## src/rtl/core/swm_pkg.sv

```systemverilog
// Shared types and constants for the sliding window minimizer.
// Holds the control/status register map, field widths and the scan control struct.
// No dependencies.
package swm_pkg;

   localparam int SYMBOL_W = 8;
   localparam int OFFSET_W = 32;
   localparam int KMER_W   = 64;

   localparam int CSR_INDEX_W = 2;
   localparam int CSR_DATA_W  = 8;
   localparam int KLEN_W      = 4;
   localparam int WKMERS_W    = 8;

   localparam logic [CSR_INDEX_W-1:0] CSR_KMER_LEN     = 2'd0;
   localparam logic [CSR_INDEX_W-1:0] CSR_WINDOW_KMERS = 2'd1;

   localparam logic [KLEN_W-1:0]   KMER_LEN_RESET     = 4'd1;
   localparam logic [WKMERS_W-1:0] WINDOW_KMERS_RESET = 8'd100;

   // Control from the sequencer to the shared compare unit.
   typedef struct packed {
      logic start;   // forget the running minimum
      logic valid;   // a window entry is on the read data bus
   } scan_ctl_type;

endpackage

```

## src/rtl/core/swm_min_unit.sv

```systemverilog
// Shared compare unit that keeps the running minimum k-mer and its offset.
// Depends on swm_pkg for scan_ctl_type.
module swm_min_unit #(
   parameter int KW = 64,
   parameter int OW = 32
) (
   input  logic                  clock,
   input  logic                  reset,
   input  swm_pkg::scan_ctl_type ctl,
   input  logic [KW-1:0]         kmer_in,
   input  logic [OW-1:0]         offset_in,
   output logic [KW-1:0]         best_kmer,
   output logic [OW-1:0]         best_offset
);

   logic          empty_ff, empty_in;
   logic [KW-1:0] best_kmer_ff, best_kmer_in;
   logic [OW-1:0] best_off_ff, best_off_in;
   logic          take;

   // Strictly smaller wins, so the oldest entry stays on ties.
   assign take = ctl.valid && (empty_ff || (kmer_in < best_kmer_ff));

   always_comb begin
      empty_in     = empty_ff;
      best_kmer_in = best_kmer_ff;
      best_off_in  = best_off_ff;
      if (ctl.start) begin
         empty_in = 1'b1;
      end else if (ctl.valid) begin
         empty_in = 1'b0;
      end
      if (take) begin
         best_kmer_in = kmer_in;
         best_off_in  = offset_in;
      end
   end

   always_ff @(posedge clock) begin
      if (reset) begin
         empty_ff <= 1'b1;
      end else begin
         empty_ff <= empty_in;
      end
      best_kmer_ff <= best_kmer_in;
      best_off_ff  <= best_off_in;
   end

   assign best_kmer   = best_kmer_ff;
   assign best_offset = best_off_ff;

endmodule

```

## config.mk

```make
export PLATFORM = sky130hd
export DESIGN_NAME = swm_min_unit
export DESIGN_NICKNAME = d
export VERILOG_FILES = /design/src/rtl/core/swm_pkg.sv /design/src/rtl/core/swm_min_unit.sv
export SDC_FILE = /design/constraint.sdc
export NUM_CORES = 1
export LEC_CHECK = 0
export ABC_AREA = 1
export BUFFER_PORTS_ARGS = -buffer_cell sky130_fd_sc_hd__buf_2
export CAP_MARGIN = 20
export CORE_MARGIN = 2
export CORE_UTILIZATION = 43
export DETAILED_ROUTE_END_ITERATION = 6
export GPL_TIMING_DRIVEN = 0
export HOLD_SLACK_MARGIN = 0.06
export PLACE_DENSITY = 0.85
export SLEW_MARGIN = 20
export SYNTH_ARGS = -nofsm -noshare
export SYNTH_HDL_FRONTEND = slang
export SYNTH_SLANG_ARGS = --single-unit
```

## constraint.sdc

```tcl
create_clock -name clock -period 4.7 [get_ports clock]
set_input_delay 0 -clock clock [delete_from_list [all_inputs] [get_ports clock]]
set_output_delay 0 -clock clock [all_outputs]
set_load 0.02 [all_outputs]
```

* Yosys cells after proc, flatten, opt, wreduce, memory -nomap -nowiden
Cells that the tools add are included.
** Cells by class
- Reduce and logical (&&, ||, !) cells :: 3
- Magnitude comparators :: 1
** Operators by type and width (number)
- < comparator 64 bit :: 1
- OR reduction 2 bit :: 1
- logical AND 1 bit :: 1
- logical OR 1 bit :: 1
** Word-level totals
- Bits of input ports :: 100
- Register bits after elaboration :: 97
- Output and inout bits :: 96
- Logic and storage cells :: 7

* Longest topological paths before layout
- Depth after elaboration :: 3
- Depth in mapped cells :: 15

* Least setup slack after synthesis
No wires, ideal clock.
- Kind :: register to register
- Start :: register best_kmer_ff[61], in the netlist best_kmer[61]
- End :: register best_kmer_ff[0], in the netlist best_kmer[0] (enable)
- Stages on the path, launching flop included :: 10
- Setup time :: 0.488 ns
- Arrival time :: 4.134 ns
- Slack :: 0.078 ns
- Path through :: edfxtp_1 > inv_1 > ha_1 > a21oi_1 > nor2_1 > a211oi_1 > nand3_1 > nor2_1 > nand2_1 > a21oi_2
** Between the ends
- Longest elaborated chain between the ends :: 3
** RTL lines
- start: declaration :: RTL line swm_min_unit.sv:17 : logic [KW-1:0] best_kmer_ff, best_kmer_in;
- start signal: assignment :: RTL line swm_min_unit.sv:45 : best_kmer_ff <= best_kmer_in;
- < comparator 64 bit :: RTL line swm_min_unit.sv:22 : assign take = ctl.valid && (empty_ff || (kmer_in < best_kmer_ff));
- logical OR 1 bit :: RTL line swm_min_unit.sv:22
- logical AND 1 bit :: RTL line swm_min_unit.sv:22
- net take :: RTL line swm_min_unit.sv:19 : logic take;
The timed path passes the listed nets, and every way through them passes these cells.
A chain may end at the register's enable or synchronous reset.

* Worst setup path in the final report
- Start :: register best_kmer_ff[5], in the netlist best_kmer[5]
- End :: register best_kmer_ff[13], in the netlist best_kmer[13] (enable)
Same word-level chain as after synthesis.

==> results.yml <==
status:
  status: "finished clean"
logic_synthesis:
  netlist_area_um2: 4590
  yosys_warnings: 0
  synth_area_per_cell_um2: 12.6
  yosysTopAreaCellShare_pct: 62.9
  synth_top_cell_by_area: "edfxtp_1"
  ys_seq_area_share_pct: 63.3
  synthTopCellsByArea: "edfxtp_1, ha_1, inv_1"
  syn_inst: 364
  synth_nets: 527
  ys_types: 18
  ys_ff_latch: 97
clock_network:
  cts_buffer_depth: 2
  clock-sinks: 97
  cts_tree: "built"
  numCtsBuffers: 9
  insertion_delay_ps: 370
  h-tree-depth: 3
  clkSlewWorstSetupHoldPaths_ps: 100
  root_buffer: "clkbuf_8"
finish:
  drive_gt1_share_pct: 33.2
  nets: 835
  antenna_cells: 0
  n_fill_cell: 687
  areaGrowthSynthToFinish_pct: 52.9
hold_path:
  hold_path_class: "in -> reg"
setup_path:
  path_common_cell: "nand2_1"
  slowest_delay_ps: 530
  critPathMaxFanout: 24
  crit_slowest_cell: "a21oi_4"
  worst_setup_path_start_kind: "register"
  worstPathArrival_ps: 2820
  cp_cell_sequence: "inv_1 -> ha_1 -> a21oi_2 -> nor2_1 -> nor3_2 -> nand2_1 -> nand2_1 -> nand2_1 -> nand2_1 -> nand2_1 -> nand2_1 -> nand2_1 -> a21oi_4 -> buf_16 -> buf_16"
  endpoint_kind: "register"
  critical_path_required_ps: 4770
  path_class: "reg -> reg"
die:
  initial_core_util_pct: 44.4
  die_h_um: 107
  die_w_um: 107
  rows: 37
  ios: 196
  dieArea_um2: 11500
  coreArea_um2: 10300
detailed_routing:
  drtIter0Drc: 127
  firstDrtPassIters: 4
  wirelength_um: 12500
  vias: 3825
  drc: 0
  detail_route.vias_per_cell: 4.70
  ant_nets: 0
  wl_per_cell_um: 15.3
sta:
  layout_min_cycle_time_ps: 2740
  fin_crit_sh_pct: 58.4
  drv_slew: 0
  max_slew_margin_pct: 57.4
  tns_ps: 0
  hold_viol_final: 0
  rsz0062_at_grt: "false"
  max_freq_mhz: 365
  setup_violations: 0
  skew_ps: 13.5
  worst_pin_slew_ps: 638
grt:
  grt_pass1_wl_um: 19500
  grt_max_degree: 28
  antenna_found_initial: 0
  grt_use_met2_pct: 42.6
  overflow: 0
  track_usage_pct: 22.0
  grt_pass1_vias: 4176
  grtUsageMet1_pct: 22.9
  use_met3_pct: 4.18
  busiest_layer: "met2"
power:
  power_mw: 1.98
  ir_drop_mv: 0.199
  p_per_area_nw_per_um2: 282
  p_leak_nw: 3.39
placement:
  gp_congestion: 0.804
  port_buffers: 195
  hpwl_um: 8200
flow_run:
  max_cap_viol_count: 0
[cell usage in the layout (no fill, tap or decap), types with 2 or more instances in the layout]
master         synthesis  routed
buf_2                  0     195
dlygate4sd3_1          0      98
edfxtp_1              96      96
inv_1                 74      74
ha_1                  63      63
nand2_1               54      54
a21oi_1               25      25
nor2_1                19      19
clkbuf_8               0       9
o21ai_0                7       7
a21oi_2                6       5
nand3_1                4       4
inv_6                  0       4
buf_16                 0       4
nor3_2                 3       3
nand4_1                3       3
o21a_1                 3       3
o21ai_1                2       2
[critical path: cells and delay by family (launching register included)]
family | cells | cell delay [ps]
AND/OR/NAND/NOR | 9 | 590
flip-flops | 1 | 410
adder cells (fa/ha/maj) | 1 | 250
AO/OA/AOI/OAI | 2 | 650
buffers and inverters | 3 | 520
[kinds of logic after synthesis]
| logic type | Yosys count | share of synthesized area [%] |
|---|---|---|
| AO/OA/AOI/OAI | 44 | 5.51 |
| AND/OR/NAND/NOR | 86 | 7.94 |
| adder cells (fa/ha/maj) | 63 | 17.2 |
| flip-flops | 97 | 63.3 |
| buffers and inverters | 74 | 6.06 |
[power breakdown]
| part | switching (mW) | internal, mW | total [mW] |
|---|---|---|---|
| sequential | 0.0228 | 1.01 | 1.04 |
| clock | 0.328 | 0.203 | 0.531 |
| combinational | 0.222 | 0.186 | 0.408 |
[layer usage]
| layer | wire, um | up-vias | share of wire, % |
|---|---|---|---|
| met2 | 6840 | 155 | 55 |
| met5 | 0 | - | 0 |
| met3 | 711 | 23 | 5.7 |
| met4 | 260 | 0 | 2.1 |
| li1 | - | 1868 | - |
| met1 | 4640 | 1779 | 37 |
[registers in the layout, summed over array words and instances, names as in the netlist]
name and count:
best_offset 32, best_kmer 64, empty_ff 1
[per-stage QoR]
step                      hold slack (ps)  util [%]  setup WS (ps)  area [um2]  std cells
after floorplan                      97.4         -           77.8        4590        364
after global placement                177      55.5           -992        5730        695
after detailed placement              178      56.7           1910        5850        699
after CTS                             314      67.9           1890        7010        813
after global routing                  327      67.9           1680        7010        813
final                                 337      67.9           1960        7010        813
[cells in the mapped netlist, drive strengths merged]
cell,n
a211oi,1
a21oi,31
dfxtp,1
edfxtp,96
ha,63
inv,74
nand2,54
nand3,5
nand4,3
nor2,19
nor3,4
nor4,1
o21a,3
o21ai,9
[timing repair]
| item | CTS | global route |
|---|---|---|
| resized for setup | 0 | 0 |
| hold buffers | 98 | 0 |
| endpoints found under the hold margin | 97 | 0 |
| setup buffers | 0 | 0 |
[path summary, 6_finish.rpt]
kind                  from  cells past startpoint  slack, ps              end
max           best_kmer[5]                     15       1960    best_kmer[13]
min          offset_in[25]                      2        340  best_offset[25]
max reg2reg   best_kmer[5]                     15       1960    best_kmer[13]
min reg2reg       empty_ff                      2        780    best_kmer[44]
[final cells by class]
cell class                 instances  area [um2]  area share, %
inverter                          74         278           3.96
tap                              136         170           2.43
timing repair buffer             297        2070           29.5
clock buffer                       9         124           1.77
sequential                        97        2900           41.4
clock inverter                     7        58.8          0.839
multi-input combinational        193        1410           20.1
(Power assumes the default switching activity.)
